--- src/design/rfrt_pkg.sv ---
// Shared types and constants for the RTP frame reassembly tracker.
`default_nettype none

package rfrt_pkg;

  localparam int FRAME_BYTE_BITS   = 24;
  localparam int PACKET_COUNT_BITS = 16;
  localparam int SEQ_BITS          = 24;
  localparam int OUT_DEPTH         = 4;
  localparam int OUT_PTR_BITS      = $clog2(OUT_DEPTH);

  localparam logic [1:0] STATUS_EMITTED   = 2'd0;
  localparam logic [1:0] STATUS_TAIL_LOSS = 2'd1;
  localparam logic [1:0] STATUS_DAMAGED   = 2'd2;

  localparam logic CMD_MAIN = 1'b0;
  localparam logic CMD_BODY = 1'b1;

  typedef struct packed {
    logic        command;
    logic [31:0] pkt_timestamp;
    logic [15:0] pkt_sequence;
    logic [7:0]  seq_extension;
    logic        end_marker;
    logic [15:0] payload_length;
    logic [2:0]  tile_part_code;
    logic [2:0]  order_hint;
    logic [3:0]  header_flags;
    logic [23:0] colour_codes;
  } in_item_t;

  typedef struct packed {
    logic [1:0]  frame_status;
    logic        final_result;
    logic [31:0] frame_timestamp;
    logic [23:0] frame_first_seq;
    logic [23:0] frame_last_seq;
    logic [15:0] frame_packets;
    logic [23:0] frame_bytes;
    logic        frame_has_meta;
    logic [2:0]  frame_tp;
    logic [2:0]  frame_ordh;
    logic [3:0]  frame_flags;
    logic [23:0] frame_colour;
  } out_item_t;

  // Up to two closed frames per packet word.
  typedef struct packed {
    logic      first_vld;
    logic      second_vld;
    out_item_t first;
    out_item_t second;
  } res_push_t;

endpackage

`default_nettype wire

--- src/design/rtp_frame_reassembly_tracker.sv ---
// RTP JPEG 2000 frame reassembly tracker: top level with the input register.
//
// Takes one received packet header word per cycle and reports each closed frame
// as a result word: a timestamp change closes the open frame before the packet
// is counted, a marker closes it after, so one packet yields zero, one or two
// results (final_result marks the last). A word is held in the input register,
// updates the frame state and lands in a four-entry result queue; the first
// result reaches the output through the input register and then the queue.
// Input throughput is one word per cycle while the queue has room for two
// results; output drains one result per cycle while out_ready_i is high, so a
// sustained run of two-result packets is held back by the queue.
`default_nettype none

module rtp_frame_reassembly_tracker import rfrt_pkg::*; (
  input  logic      clk_i,
  input  logic      rst_ni,
  input  logic      in_valid_i,
  output logic      in_ready_o,
  input  in_item_t  in_data_i,
  output logic      out_valid_o,
  input  logic      out_ready_i,
  output out_item_t out_data_o
);

  logic      stage_vld_q, stage_vld_d;
  in_item_t  stage_q;
  logic      room;
  logic      advance;
  res_push_t push;

  assign advance     = stage_vld_q && room;
  assign in_ready_o  = !stage_vld_q || advance;
  assign stage_vld_d = (in_valid_i && in_ready_o) || (stage_vld_q && !advance);

  always_ff @(posedge clk_i or negedge rst_ni) begin
    if (!rst_ni) begin
      stage_vld_q <= 1'b0;
    end else begin
      stage_vld_q <= stage_vld_d;
    end
  end

  // Load a new word whenever the stage is free or drains this cycle.
  always_ff @(posedge clk_i) begin
    if (in_valid_i && in_ready_o) begin
      stage_q <= in_data_i;
    end
  end

  rfrt_frame_track u_track (
    .clk_i     (clk_i),
    .rst_ni    (rst_ni),
    .advance_i (advance),
    .item_i    (stage_q),
    .push_o    (push)
  );

  rfrt_out_queue u_queue (
    .clk_i       (clk_i),
    .rst_ni      (rst_ni),
    .push_i      (push),
    .room_o      (room),
    .out_valid_o (out_valid_o),
    .out_ready_i (out_ready_i),
    .out_data_o  (out_data_o)
  );

endmodule

`default_nettype wire

--- src/design/rfrt_frame_track.sv ---
// Frame state registers and the per-packet update that closes frames.
`default_nettype none

module rfrt_frame_track import rfrt_pkg::*; (
  input  logic      clk_i,
  input  logic      rst_ni,
  input  logic      advance_i,
  input  in_item_t  item_i,
  output res_push_t push_o
);

  logic                         open_q, open_d;
  logic [31:0]                  ts_q, ts_d;
  logic [SEQ_BITS-1:0]          first_q, first_d;
  logic [SEQ_BITS-1:0]          last_q, last_d;
  logic [PACKET_COUNT_BITS-1:0] pcount_q, pcount_d;
  logic [FRAME_BYTE_BITS-1:0]   bytes_q, bytes_d;
  logic                         intact_q, intact_d;
  logic                         marker_q, marker_d;
  logic                         meta_q, meta_d;
  logic [2:0]                   tp_q, tp_d;
  logic [2:0]                   ordh_q, ordh_d;
  logic [3:0]                   flags_q, flags_d;
  logic [23:0]                  colour_q, colour_d;
  logic                         cached_q, cached_d;
  logic [15:0]                  clen_q, clen_d;
  logic                         nopkt_q, nopkt_d;
  logic [SEQ_BITS-1:0]          prev_q, prev_d;

  logic                         is_body;
  logic [SEQ_BITS-1:0]          ext;
  logic                         close_ts;
  logic                         still_open;
  logic                         gap;
  logic [PACKET_COUNT_BITS-1:0] pcount_base, pcount_new;
  logic [FRAME_BYTE_BITS-1:0]   bytes_base, bytes_new;
  logic [FRAME_BYTE_BITS:0]     bytes_sum;
  logic                         intact_base, intact_new;
  logic                         meta_base, meta_new;
  logic [31:0]                  ts_new;
  logic [SEQ_BITS-1:0]          first_new;
  logic [2:0]                   tp_new, ordh_new;
  logic [3:0]                   flags_new;
  logic [23:0]                  colour_new;
  out_item_t                    rec_old, rec_new;

  function automatic logic [1:0] status_f(input logic intact, input logic marker,
                                          input logic no_bytes);
    logic [1:0] s;
    if (!intact) s = STATUS_DAMAGED;
    else if (!marker) s = STATUS_TAIL_LOSS;
    else if (no_bytes) s = STATUS_DAMAGED;
    else s = STATUS_EMITTED;
    return s;
  endfunction

  assign is_body    = (item_i.command == CMD_BODY);
  assign ext        = {item_i.seq_extension, item_i.pkt_sequence};
  assign close_ts   = open_q && (item_i.pkt_timestamp != ts_q);
  assign still_open = open_q && !close_ts;
  assign gap        = !nopkt_q && (ext != SEQ_BITS'(prev_q + 1'b1));

  always_comb begin
    if (still_open) begin
      ts_new      = ts_q;
      first_new   = first_q;
      pcount_base = pcount_q;
      bytes_base  = bytes_q;
      intact_base = intact_q;
      meta_base   = meta_q;
    end else begin
      // Open a new frame; a body-first frame is credited with the cached header.
      ts_new      = item_i.pkt_timestamp;
      first_new   = ext;
      pcount_base = '0;
      meta_base   = 1'b0;
      if (is_body) begin
        bytes_base  = cached_q ? FRAME_BYTE_BITS'(clen_q) : '0;
        intact_base = cached_q;
      end else begin
        bytes_base  = '0;
        intact_base = 1'b1;
      end
    end
  end

  assign intact_new = intact_base && !gap;
  assign pcount_new = (&pcount_base) ? pcount_base : pcount_base + 1'b1;
  assign bytes_sum  = {1'b0, bytes_base} + (FRAME_BYTE_BITS + 1)'(item_i.payload_length);
  assign bytes_new  = bytes_sum[FRAME_BYTE_BITS] ? '1 : bytes_sum[FRAME_BYTE_BITS-1:0];
  assign meta_new   = meta_base || !is_body;
  assign tp_new     = is_body ? tp_q : item_i.tile_part_code;
  assign ordh_new   = is_body ? ordh_q : item_i.order_hint;
  assign flags_new  = is_body ? flags_q : item_i.header_flags;
  assign colour_new = is_body ? colour_q : item_i.colour_codes;

  always_comb begin
    rec_old.frame_status    = status_f(intact_q, marker_q, bytes_q == '0);
    rec_old.final_result    = !item_i.end_marker;
    rec_old.frame_timestamp = ts_q;
    rec_old.frame_first_seq = first_q;
    rec_old.frame_last_seq  = last_q;
    rec_old.frame_packets   = 16'(pcount_q);
    rec_old.frame_bytes     = 24'(bytes_q);
    rec_old.frame_has_meta  = meta_q;
    rec_old.frame_tp        = tp_q;
    rec_old.frame_ordh      = ordh_q;
    rec_old.frame_flags     = flags_q;
    rec_old.frame_colour    = colour_q;

    rec_new.frame_status    = status_f(intact_new, 1'b1, bytes_new == '0);
    rec_new.final_result    = 1'b1;
    rec_new.frame_timestamp = ts_new;
    rec_new.frame_first_seq = first_new;
    rec_new.frame_last_seq  = ext;
    rec_new.frame_packets   = 16'(pcount_new);
    rec_new.frame_bytes     = 24'(bytes_new);
    rec_new.frame_has_meta  = meta_new;
    rec_new.frame_tp        = tp_new;
    rec_new.frame_ordh      = ordh_new;
    rec_new.frame_flags     = flags_new;
    rec_new.frame_colour    = colour_new;
  end

  always_comb begin
    push_o.first_vld  = advance_i && (close_ts || item_i.end_marker);
    push_o.second_vld = advance_i && close_ts && item_i.end_marker;
    push_o.first      = close_ts ? rec_old : rec_new;
    push_o.second     = rec_new;
  end

  always_comb begin
    ts_d     = ts_new;
    first_d  = first_new;
    last_d   = ext;
    bytes_d  = bytes_new;
    marker_d = item_i.end_marker;
    tp_d     = tp_new;
    ordh_d   = ordh_new;
    flags_d  = flags_new;
    colour_d = colour_new;
    nopkt_d  = 1'b0;
    prev_d   = ext;
    cached_d = cached_q;
    clen_d   = clen_q;
    if (!is_body && item_i.header_flags[0] && (item_i.payload_length != '0)) begin
      cached_d = 1'b1;
      clen_d   = item_i.payload_length;
    end
    if (item_i.end_marker) begin
      // Marker closes the frame after the packet is taken.
      open_d   = 1'b0;
      pcount_d = '0;
      intact_d = 1'b1;
      meta_d   = 1'b0;
    end else begin
      open_d   = 1'b1;
      pcount_d = pcount_new;
      intact_d = intact_new;
      meta_d   = meta_new;
    end
  end

  always_ff @(posedge clk_i or negedge rst_ni) begin
    if (!rst_ni) begin
      open_q   <= 1'b0;
      ts_q     <= '0;
      first_q  <= '0;
      last_q   <= '0;
      pcount_q <= '0;
      bytes_q  <= '0;
      intact_q <= 1'b1;
      marker_q <= 1'b0;
      meta_q   <= 1'b0;
      tp_q     <= '0;
      ordh_q   <= '0;
      flags_q  <= '0;
      colour_q <= '0;
      cached_q <= 1'b0;
      clen_q   <= '0;
      nopkt_q  <= 1'b1;
      prev_q   <= '0;
    end else if (advance_i) begin
      open_q   <= open_d;
      ts_q     <= ts_d;
      first_q  <= first_d;
      last_q   <= last_d;
      pcount_q <= pcount_d;
      bytes_q  <= bytes_d;
      intact_q <= intact_d;
      marker_q <= marker_d;
      meta_q   <= meta_d;
      tp_q     <= tp_d;
      ordh_q   <= ordh_d;
      flags_q  <= flags_d;
      colour_q <= colour_d;
      cached_q <= cached_d;
      clen_q   <= clen_d;
      nopkt_q  <= nopkt_d;
      prev_q   <= prev_d;
    end
  end

endmodule

`default_nettype wire

--- src/design/rfrt_out_queue.sv ---
// Result queue: takes up to two results a cycle, hands out one a cycle while out_ready_i is high.
`default_nettype none

module rfrt_out_queue import rfrt_pkg::*; (
  input  logic      clk_i,
  input  logic      rst_ni,
  input  res_push_t push_i,
  output logic      room_o,
  output logic      out_valid_o,
  input  logic      out_ready_i,
  output out_item_t out_data_o
);

  out_item_t               mem_q [OUT_DEPTH];
  logic [OUT_PTR_BITS-1:0] wr_q, wr_d;
  logic [OUT_PTR_BITS-1:0] rd_q, rd_d;
  logic [OUT_PTR_BITS:0]   cnt_q, cnt_d;
  logic                    pop;
  logic [OUT_PTR_BITS:0]   n_push;
  logic [OUT_PTR_BITS-1:0] wr_next;

  assign out_valid_o = (cnt_q != '0);
  assign out_data_o  = mem_q[rd_q];
  assign pop         = out_valid_o && out_ready_i;
  // Leave space for a full pair of results.
  assign room_o      = (cnt_q <= (OUT_PTR_BITS + 1)'(OUT_DEPTH - 2));
  assign n_push      = (OUT_PTR_BITS + 1)'(push_i.first_vld)
                     + (OUT_PTR_BITS + 1)'(push_i.second_vld);
  assign wr_next     = wr_q + 1'b1;

  always_comb begin
    wr_d  = wr_q + OUT_PTR_BITS'(n_push);
    rd_d  = pop ? rd_q + 1'b1 : rd_q;
    cnt_d = cnt_q + n_push - (OUT_PTR_BITS + 1)'(pop);
  end

  always_ff @(posedge clk_i) begin
    if (push_i.first_vld) begin
      mem_q[wr_q] <= push_i.first;
    end
    if (push_i.second_vld) begin
      mem_q[wr_next] <= push_i.second;
    end
  end

  always_ff @(posedge clk_i or negedge rst_ni) begin
    if (!rst_ni) begin
      wr_q  <= '0;
      rd_q  <= '0;
      cnt_q <= '0;
    end else begin
      wr_q  <= wr_d;
      rd_q  <= rd_d;
      cnt_q <= cnt_d;
    end
  end

endmodule

`default_nettype wire
--- config.mk ---
export PLATFORM = sky130hd
export DESIGN_NAME = rtp_frame_reassembly_tracker
export DESIGN_NICKNAME = d
export VERILOG_FILES = /design/src/design/rfrt_pkg.sv /design/src/design/rtp_frame_reassembly_tracker.sv /design/src/design/rfrt_frame_track.sv /design/src/design/rfrt_out_queue.sv
export SDC_FILE = /design/constraint.sdc
export NUM_CORES = 1
export LEC_CHECK = 0
export BUFFER_PORTS_ARGS = -buffer_cell sky130_fd_sc_hd__buf_2
export CAP_MARGIN = 20
export CORE_UTILIZATION = 61
export DETAILED_ROUTE_END_ITERATION = 10
export PLACE_DENSITY = 0.8
export SLEW_MARGIN = 10
export SYNTH_ARGS = -nofsm -noshare
export SYNTH_HDL_FRONTEND = slang
export SYNTH_SLANG_ARGS = --single-unit
--- constraint.sdc ---
create_clock -name clk_i -period 6.7 [get_ports clk_i]
set_input_delay 0.335 -clock clk_i [delete_from_list [all_inputs] [get_ports clk_i]]
set_output_delay 0.335 -clock clk_i [all_outputs]
set_load 0.005 [all_outputs]
; ---- Word-level counts from Yosys, hierarchy flattened
; Memory sizes are Yosys's and may differ from the RTL's.
; Index checks and enable logic that the tools add are counted.
[word_totals]
register_bits = 292
ramBits = 632
input_bits = 112
output_inout_bits = 160
wordCells = 102
n_memories = 1
[memory_table]
columns = name, words, word_bits, read_ports, rd_clocked_by_memory_dff, wr, line
row1 = u_queue.mem_q, 4, 158, 1, 0, 2, rfrt_out_queue.sv:14  ; out_item_t mem_q [OUT_DEPTH];
[classes]
n_addsub = 9
magnitude_cmp = 1
eq_ne = 2
n_mux = 29
reduce_logical = 30
[op_table]
columns = op, count
row1 = 158-bit two-way mux, 1
row2 = 24-bit two-way mux, 5
row3 = 16-bit two-way mux, 4
row4 = 24-bit logical NOT, 2
row5 = 32-bit two-way mux, 1
row6 = 32-bit != test, 1
row7 = 24-bit by 16-bit adder with 25-bit output, 1
row8 = 24-bit by 1-bit adder with 24-bit output (second input constant), 1
row9 = 24-bit != test, 1
row10 = 16-bit by 1-bit adder with 16-bit output (second input constant), 1
row11 = 16-bit AND reduction, 1
row12 = 16-bit nonzero test, 1
row13 = 1-bit logical AND, 13
row14 = 1-bit two-way mux, 10
row15 = 2-bit two-way mux, 5
row16 = 1-bit logical NOT, 7
row17 = 3-bit two-way mux, 2
row18 = 2-bit by 1-bit adder with 2-bit output (second input constant), 2
row19 = 1-bit logical OR, 4
row20 = 4-bit two-way mux, 1
row21 = 3-bit adder, 1
row22 = 3-bit by 2-bit <= comparator with 1-bit output (second input constant), 1
row23 = 3-bit nonzero test, 1
row24 = 3-bit by 1-bit subtractor with 3-bit output, 1
row25 = 3 further kinds, 3

; ---- Depth between registers and ports, before layout
; Gate-level depths: netlist of run 1.
[depth]
word_depth = 11
mapped_depth = 24
mapped_depth_nobuf = 19

; ---- Cells and area by module
; Synthesis of run 1 repeated with hierarchy kept, for this count alone.
[unflattened]
hier_cells = 3230
area_unflattened_um2 = 46777.4
[by_module_without_submodules]
columns = mod, n_inst, cells_per_inst, area_per_inst_um2, seq_area_each_um2
row1 = rfrt_out_queue, 1, 1568, 30690.7, 19153.4
row2 = rfrt_frame_track, 1, 1549, 12783.5, 4406.7
row3 = rtp_frame_reassembly_tracker, 1, 113, 3303.2, 3268.1

; ---- Least setup slack after synthesis of run 1
; Ideal clock, no wire load.
[synth_path]
kind = register -> register
start = register stage_q[100] in the netlist's numbering
end = memory u_queue.mem_q[0][34] in the netlist's numbering (data pin)
setup_time_ps = 166
t_arrival_ps = 5614
required_ps = 6534
path_slack_ps = 919
path_stages_with_launch = 12
path_buffers = 0
period_less_slack_ps = 5781
cell_sequence = edfxtp_1 xor2_1 nor4_1 nand4_1 nor2_1 nor2_1 o21ai_1 nor3_1 nor2_1 inv_1 o21ai_0 a21oi_1
[synth_lines]
columns = element, line
row1 = from (decl), rtp_frame_reassembly_tracker.sv:26  ; in_item_t stage_q;
row2 = from (signal assigned), rtp_frame_reassembly_tracker.sv:46  ; stage_q <= in_data_i;
row3 = to (decl), rfrt_out_queue.sv:14

==> impl_metrics.ini, run 1 <==
[synth]
synth-seq-cells = 924
synthMostInstantiatedCell = edfxtp_1
yosys.area.top_type = edfxtp_1
synthTopCellsByArea = edfxtp_1 51%, dfrtp_1 11%, mux4_2 8.2%, nand2_1 6.1%, a22o_1 5.2%
async_reset_ff_share_pct = 19.9
yosys-top-cells-count = 732 x edfxtp_1, 707 x nand2_1, 256 x a22o_1, 207 x clkbuf_1, 205 x a21oi_1
synthCells = 3440
yosys_most_used_dff = edfxtp_1
syn_area_um2 = 43300
ys_types = 77
synth_top_cell_area_share_pct = 50.8
synth_nets = 3577
synth_warnings = 0
ys_seq_area_share_pct = 61.8
synth_edf_count = 732
post_synth.cell_area_avg_um2 = 12.6

[clocking]
clk_path_buf_depth = 3
clock-sinks = 924
cts_root_buf = clkbuf_16
path_clk_slew_ns = 0.06
post_cts_buffers = 0
numCtsBuffers = 93
cts_tree = built
cts_resized = 0
cts.hold.buffers_added = 110
clk_latency_ns = 0.67
h-tree-depth = 3

[sta]
finalHoldViolCount = 0
finalCritPeriodShare_pct = 90.6
rsz0062_at_grt = false
worst_pin_slew_ns = 1.14
slew_headroom_pct = 24.0
setup_viol = 0
skew_ns = 0.0280
period_needed_ns = 6.07
max_freq_mhz = 165
final_max_slew_viol_count = 0
setup_tns_ns = 0

[route]
drt_first_iter_violations = 4348
vias = 31828
viasPerCell = 6.75
wl_mm = 125
drcViolationCount = 0
ant_nets = 0
first_pass_iters = 6
routedWlPerCell_um = 26.5

[finish]
multi_input_area_um2 = 15500
syn_to_final_growth_pct = 14.8
fin_nets = 3835
final_cells = 4718
antenna_cells = 0
final-seq-area_um2 = 26800
final_util_pct = 70.8
fillerInstances = 4593
drive_gt1_share_pct = 19.3

[die]
placementRows = 97
dieArea_um2 = 72000
ios = 272
core_um2 = 70100
start_util_pct = 61.7
die_y_um = 268
die_w_um = 268

[global_route]
grt_pass1_vias = 31542
gr-max-usage-layer = met2
grt_use_met2_pct = 55.1
met1_usage_pct = 45.3
met3_usage_pct = 7.44
grt_usage_pct = 34.7
grt_max_degree = 111
antenna_found_initial = 3
grt_first_pass_wirelength_mm = 186
grt_overflow = 0

[placed_design]
dp.cells = 4431
dp_hpwl_mm = 70.8
io_buffers = 271
place_congestion = 0.952

[power_and_ir_drop]
peakVddDrop_v = 0.000345
powerDensity_nw_per_um2 = 471
p_leak_nw = 18.6

[worst_setup_path]
r2r-start = stage_q[89]$_DFFE_PP_
cp-end-kind = register
critPathMaxFanout = 6
worstSetupPathType = register to register
start_kind = register
critPathRequiredTime_ns = 7.19
r2r_end = u_queue.mem_q[1][157]$_DFFE_PP_
ff2ff_path_depth = 19
cp_data_arrival_time_ns = 6.56
r2r_slack_ns = 0.63
worstSetupStartpoint = stage_q[89]$_DFFE_PP_

[status]
status = complete, no violations

[min_path]
min_from = out_ready_i
holdCritPathClass = input pin to register
holdPathEnd = u_queue.rd_q[0]$_DFFE_PN0P_
whs_path_depth = 3

[job]
cap_violations = 0
==> logic make-up (layout without fill, tap and decap cells) <==
group,count (synthesis),count (layout),synth area share (%)
DFF,924,924,61.8
buffers and inverters,304,642,2.68
AOI/OAI and AO/OA,777,777,12.1
and+or+nand+nor,1075,1075,10.5
muxes,244,244,10.3
xor gates and xnor gates,91,91,1.84
adders and majority gates,25,25,0.758
==> flip-flops by register name, summed over array words and instances (netlist names), 2 cells and up <==
register          cells
u_track.last_q       24
u_track.ts_q         32
u_queue.rd_q          2
u_track.colour_q     24
u_track.bytes_q      24
u_track.ordh_q        3
u_queue.wr_q          2
stage_q             108
u_track.flags_q       4
u_track.pcount_q     16
u_track.clen_q       16
u_queue.mem_q       632
u_queue.cnt_q         3
u_track.first_q      24
u_track.tp_q          3
==> worst max-delay path by stage <==
stage                                            endpoint  slack, ns  depth (start not counted)
after CTS                 u_queue.mem_q[1][157]$_DFFE_PP_       0.78                         19
after floorplan            u_queue.mem_q[0][34]$_DFFE_PP_       0.92                         11
after detailed placement  u_queue.mem_q[1][157]$_DFFE_PP_       0.82                         19
final                     u_queue.mem_q[1][157]$_DFFE_PP_       0.63                         19
after global routing      u_queue.mem_q[3][157]$_DFFE_PP_       0.37                         19
after global placement    u_queue.mem_q[3][157]$_DFFE_PP_       0.96                         19
==> worst max-delay path: stages (launching register included) <==
cell and delay (ns):
edfxtp_1 0.48, xor2_1 0.21, nor4_1 0.69, nand4_1 0.45
nor3_2 0.38, nand2_1 0.09, nand2_1 0.07, ha_1 0.17
inv_1 0.06, fa_1 0.43, nand2b_1 0.20, a211oi_1 0.41
nor2_1 0.16, xnor2_1 0.16, or4b_1 0.52, nor4_1 0.36
nand4b_1 0.22, o31a_2 0.42, a21o_1 0.23, o22ai_1 0.18
==> final cells by class <==
type | instances | share of cell area (%)
Clock inverter | 55 | 1.10
Multi-Input combinational cell | 2212 | 31.3
Tap cell | 940 | 2.37
Clock buffer | 120 | 5.11
Sequential cell | 924 | 53.9
Timing Repair Buffer | 440 | 6.01
Inverter | 27 | 0.244
==> report_power, final <==
group | internal (mW) | switching, mW
registers | 8.15 | 1.41
clock network | 3.00 | 2.27
logic | 3.20 | 5.33
==> per-layer routing <==
layer	part of all wire (%)	wire, um
met3	11	14200
met5	0.022	27
met2	48	59700
met1	36	44500
met4	5.2	6460
==> per-stage QoR <==
stage / hold WS, ns / setup slack [ns] / area (um2) / power, mW
floorplan: 0.0394 / 0.919 / 43300 / 14.7
global placement: 0.421 / 0.959 / 45400 / 17.6
detailed placement: 0.426 / 0.821 / 45400 / 17.8
CTS: 0.112 / 0.779 / 49600 / 23.2
global route: 0.134 / 0.367 / 49700 / 24.3
finish: 0.146 / 0.630 / 49700 / 23.4
==> placed cells by master (no fill, tap or decap), types with 10 or more instances in the layout <==
| cell | n |
|---|---|
| clkinv_2 | 23 |
| dlygate4sd3_1 | 110 |
| xnor2_1 | 37 |
| mux2i_1 | 51 |
| o21ai_0 | 100 |
| o211ai_1 | 11 |
| mux2_2 | 35 |
| nand2_1 | 706 |
| clkbuf_8 | 10 |
| ha_1 | 23 |
| inv_1 | 22 |
| nand3_1 | 46 |
| clkbuf_16 | 94 |
| nand2b_1 | 12 |
| nor3_1 | 18 |
| buf_4 | 53 |
| a22o_1 | 256 |
| a31oi_1 | 11 |
| and3_1 | 16 |
| clkinv_1 | 12 |
| a21oi_1 | 199 |
| buf_2 | 270 |
| nor4_1 | 23 |
| xor2_1 | 54 |
| nand4_1 | 19 |
| clkbuf_1 | 17 |
| o21ai_1 | 29 |
| mux4_2 | 158 |
| o22ai_1 | 91 |
| edfxtp_1 | 732 |
| dfrtp_1 | 180 |
| nor2_1 | 157 |
No activity file was read; power rests on OpenSTA's default activity.
==> inputs of run 2 (changes only) <==
--- a/config.mk
+++ b/config.mk
@@ -7,9 +7,11 @@
 export LEC_CHECK = 0
 export BUFFER_PORTS_ARGS = -buffer_cell sky130_fd_sc_hd__buf_2
 export CAP_MARGIN = 20
-export CORE_UTILIZATION = 61
+export CELL_PAD_IN_SITES_DETAIL_PLACEMENT = 2
+export CELL_PAD_IN_SITES_GLOBAL_PLACEMENT = 2
+export CORE_UTILIZATION = 43
 export DETAILED_ROUTE_END_ITERATION = 10
-export PLACE_DENSITY = 0.8
+export PLACE_DENSITY_LB_ADDON = 0.1
 export SLEW_MARGIN = 10
 export SYNTH_ARGS = -nofsm -noshare
 export SYNTH_HDL_FRONTEND = slang
==> impl_metrics.ini, run 2 (synthesis gave the netlist of run 1 again) <==
[finish]
final_common_cell = edfxtp_1
fillerInstances = 9524
fin_nets = 3857
largest_register_ffs = 632
final_cells = 5094
top_register = u_queue.mem_q
top_regs = u_queue.mem_q (632), stage_q (108), u_track.ts_q (32)
final_util_pct = 50.9
syn_to_final_growth_pct = 16.6
drive_gt1_share_pct = 19.4
layout_common_cells = 732 x edfxtp_1, 706 x nand2_1, 270 x buf_2, 256 x a22o_1, 200 x a21oi_1
antenna_cells = 0

[global_route]
grt_overflow = 0
grt_usage_pct = 31.4
grt_pass1_vias = 36025
antenna_found_initial = 3
met3_usage_pct = 3.85
grt_use_met2_pct = 55.1
gr-max-usage-layer = met2
grt_max_degree = 111
grt_first_pass_wirelength_mm = 237
met1_usage_pct = 40.0

[route]
routedWlPerCell_um = 31.4
ant_nets = 0
drcViolationCount = 0
first_pass_iters = 5
wl_mm = 160
vias = 32185
drt_first_iter_violations = 2758
viasPerCell = 6.32

[die]
core_um2 = 99000
ios = 272
start_util_pct = 43.7
placementRows = 115
die_w_um = 319
dieArea_um2 = 102000
die_y_um = 319

[clocking]
clk_latency_ns = 0.70
clock-sinks = 924
clk_path_buf_depth = 3
h-tree-depth = 3
cts_root_buf = clkbuf_16
cts_tree = built
path_clk_slew_ns = 0.06
post_cts_buffers = 0
numCtsBuffers = 102

[worst_setup_path]
r2r_slack_ns = 0.44
slowest_delay_ns = 0.74
r2r-start = stage_q[86]$_DFFE_PP_
critPathRequiredTime_ns = 7.21
cp_slowest_cell = nor4_1
r2r_end = u_queue.mem_q[1][157]$_DFFE_PP_
cp-end-kind = register
crit_path_end = u_queue.mem_q[1][157]$_DFFE_PP_
critPathMaxFanout = 19
path_cells = xor2_1 -> nor4_1 -> and4_1 -> nand3_4 -> o21ai_0 -> inv_1 -> fa_1 -> nand2b_1 -> a21oi_1 -> o21ai_0 -> a2111oi_0 -> or4b_1 -> nor4_1 -> nand4b_1 -> o31a_2 -> a21o_1 -> o22ai_1
cp_data_arrival_time_ns = 6.77
start_kind = register
worstSetupPathType = register to register
worstSetupStartpoint = stage_q[86]$_DFFE_PP_
ff2ff_path_depth = 17

[placed_design]
io_buffers = 271
place_congestion = 0.844
dp_hpwl_mm = 91.9
dp.cells = 4789

[sta]
rsz0062_at_grt = false
worst_pin_slew_ns = 1.18
setup_viol = 0
final_max_slew_viol_count = 0
finalHoldViolCount = 0
period_needed_ns = 6.26
finalCritPeriodShare_pct = 93.5
setup_tns_ns = 0
slew_headroom_pct = 21.1
max_freq_mhz = 160
skew_ns = 0.0256

[power_and_ir_drop]
p_switching_mw = 9.84
seqPwrFrac_pct = 39.4
p_int_mw = 14.6
peakVddDrop_v = 0.000583
p_leak_nw = 18.8
switching_share_pct = 40.3
clockPowerShare_pct = 22.8
powerDensity_nw_per_um2 = 484
pwr-share-comb_pct = 37.8

[job]
cap_violations = 0

[min_path]
holdCritPathClass = input pin to register

[status]
status = complete, no violations
[run 2: cell count changes in the layout (fill, tap and decap cells not counted), moves of 2 or more]
cell	change
buf_12	+8
nor2_2	-3
clkinvlp_4	-5
clkbuf_1	+12
nor2_4	+3
clkinv_1	+6
buf_4	+4
bufinv_16	-2
clkbuf_8	-4
clkinv_8	-2
clkbuf_16	+11
[run 2: final cells by class]
| class | instances | area [um2] | area share (%) |
|---|---|---|---|
| flip-flops and latches | 924 | 26800 | 53.1 |
| multi-input cells | 2212 | 15500 | 30.8 |
| repair buffers | 453 | 3180 | 6.31 |
| clock buffers | 139 | 2810 | 5.56 |
| well taps | 1287 | 1610 | 3.19 |
| clock inverters | 52 | 417 | 0.826 |
| inverters | 27 | 121 | 0.241 |
[run 2: through the flow]
step / setup WS [ns] / total power, mW / hold slack (ns) / area (um2)
2_1_floorplan: 0.919 / 14.7 / 0.0394 / 43300
6_report: 0.437 / 24.4 / 0.113 / 50400
4_1_cts: 0.560 / 24.5 / 0.0970 / 50400
3_3_place_gp: 0.828 / 18.2 / 0.445 / 46100
5_1_grt: 0.135 / 25.4 / 0.108 / 50400
3_5_place_dp: 0.667 / 18.8 / 0.472 / 46100
[run 2: worst min-delay path by stage]
stage	start	end	slack, ns	depth (start not counted)
4_1_cts	out_ready_i	u_queue.rd_q[0]$_DFFE_PN0P_	0.1	3
6_report	out_ready_i	u_queue.rd_q[0]$_DFFE_PN0P_	0.11	3
5_1_grt	out_ready_i	u_queue.rd_q[0]$_DFFE_PN0P_	0.11	3
3_5_place_dp	u_queue.mem_q[2][156]$_SDFFE_PP0P_	u_queue.mem_q[2][156]$_SDFFE_PP0P_	0.47	2
3_3_place_gp	u_queue.mem_q[3][155]$_SDFFE_PP1P_	u_queue.mem_q[3][155]$_SDFFE_PP1P_	0.45	1
2_1_floorplan	rst_ni	stage_vld_q$_DFF_PN0_	0.04	0
[run 2: critical path, delay by kind of cell, from the launching register on]
| kind | cells | cell delay [ns] |
|---|---|---|
| XOR/XNOR | 1 | 0.19 |
| AO/OA/AOI/OAI | 7 | 2.08 |
| adder cells (fa/ha/maj) | 1 | 0.42 |
| buffers and inverters | 1 | 0.11 |
| AND/OR/NAND/NOR | 7 | 2.78 |
| flip-flops | 1 | 0.49 |
[run 2: power groups by stage]
stage / registers, mW / clock network, mW / logic, mW
floorplan: 9.08 / 0 / 5.58
global placement: 9.45 / 0 / 8.78
detailed placement: 9.67 / 0 / 9.11
CTS: 9.59 / 5.63 / 9.26
global route: 9.78 / 5.81 / 9.83
finish: 9.63 / 5.57 / 9.23
[run 2: per-layer routing]
layer	part of all wire, %	wire length, um
met5	0	0
met4	3.2	5100
met3	5.3	8450
met2	51	82000
met1	40	64500
[run 2: repair_timing]
action | CTS | global route
hold buffers | 110 | 0
endpoints found under the hold margin | 200 | 0
gates resized for setup | 0 | 0
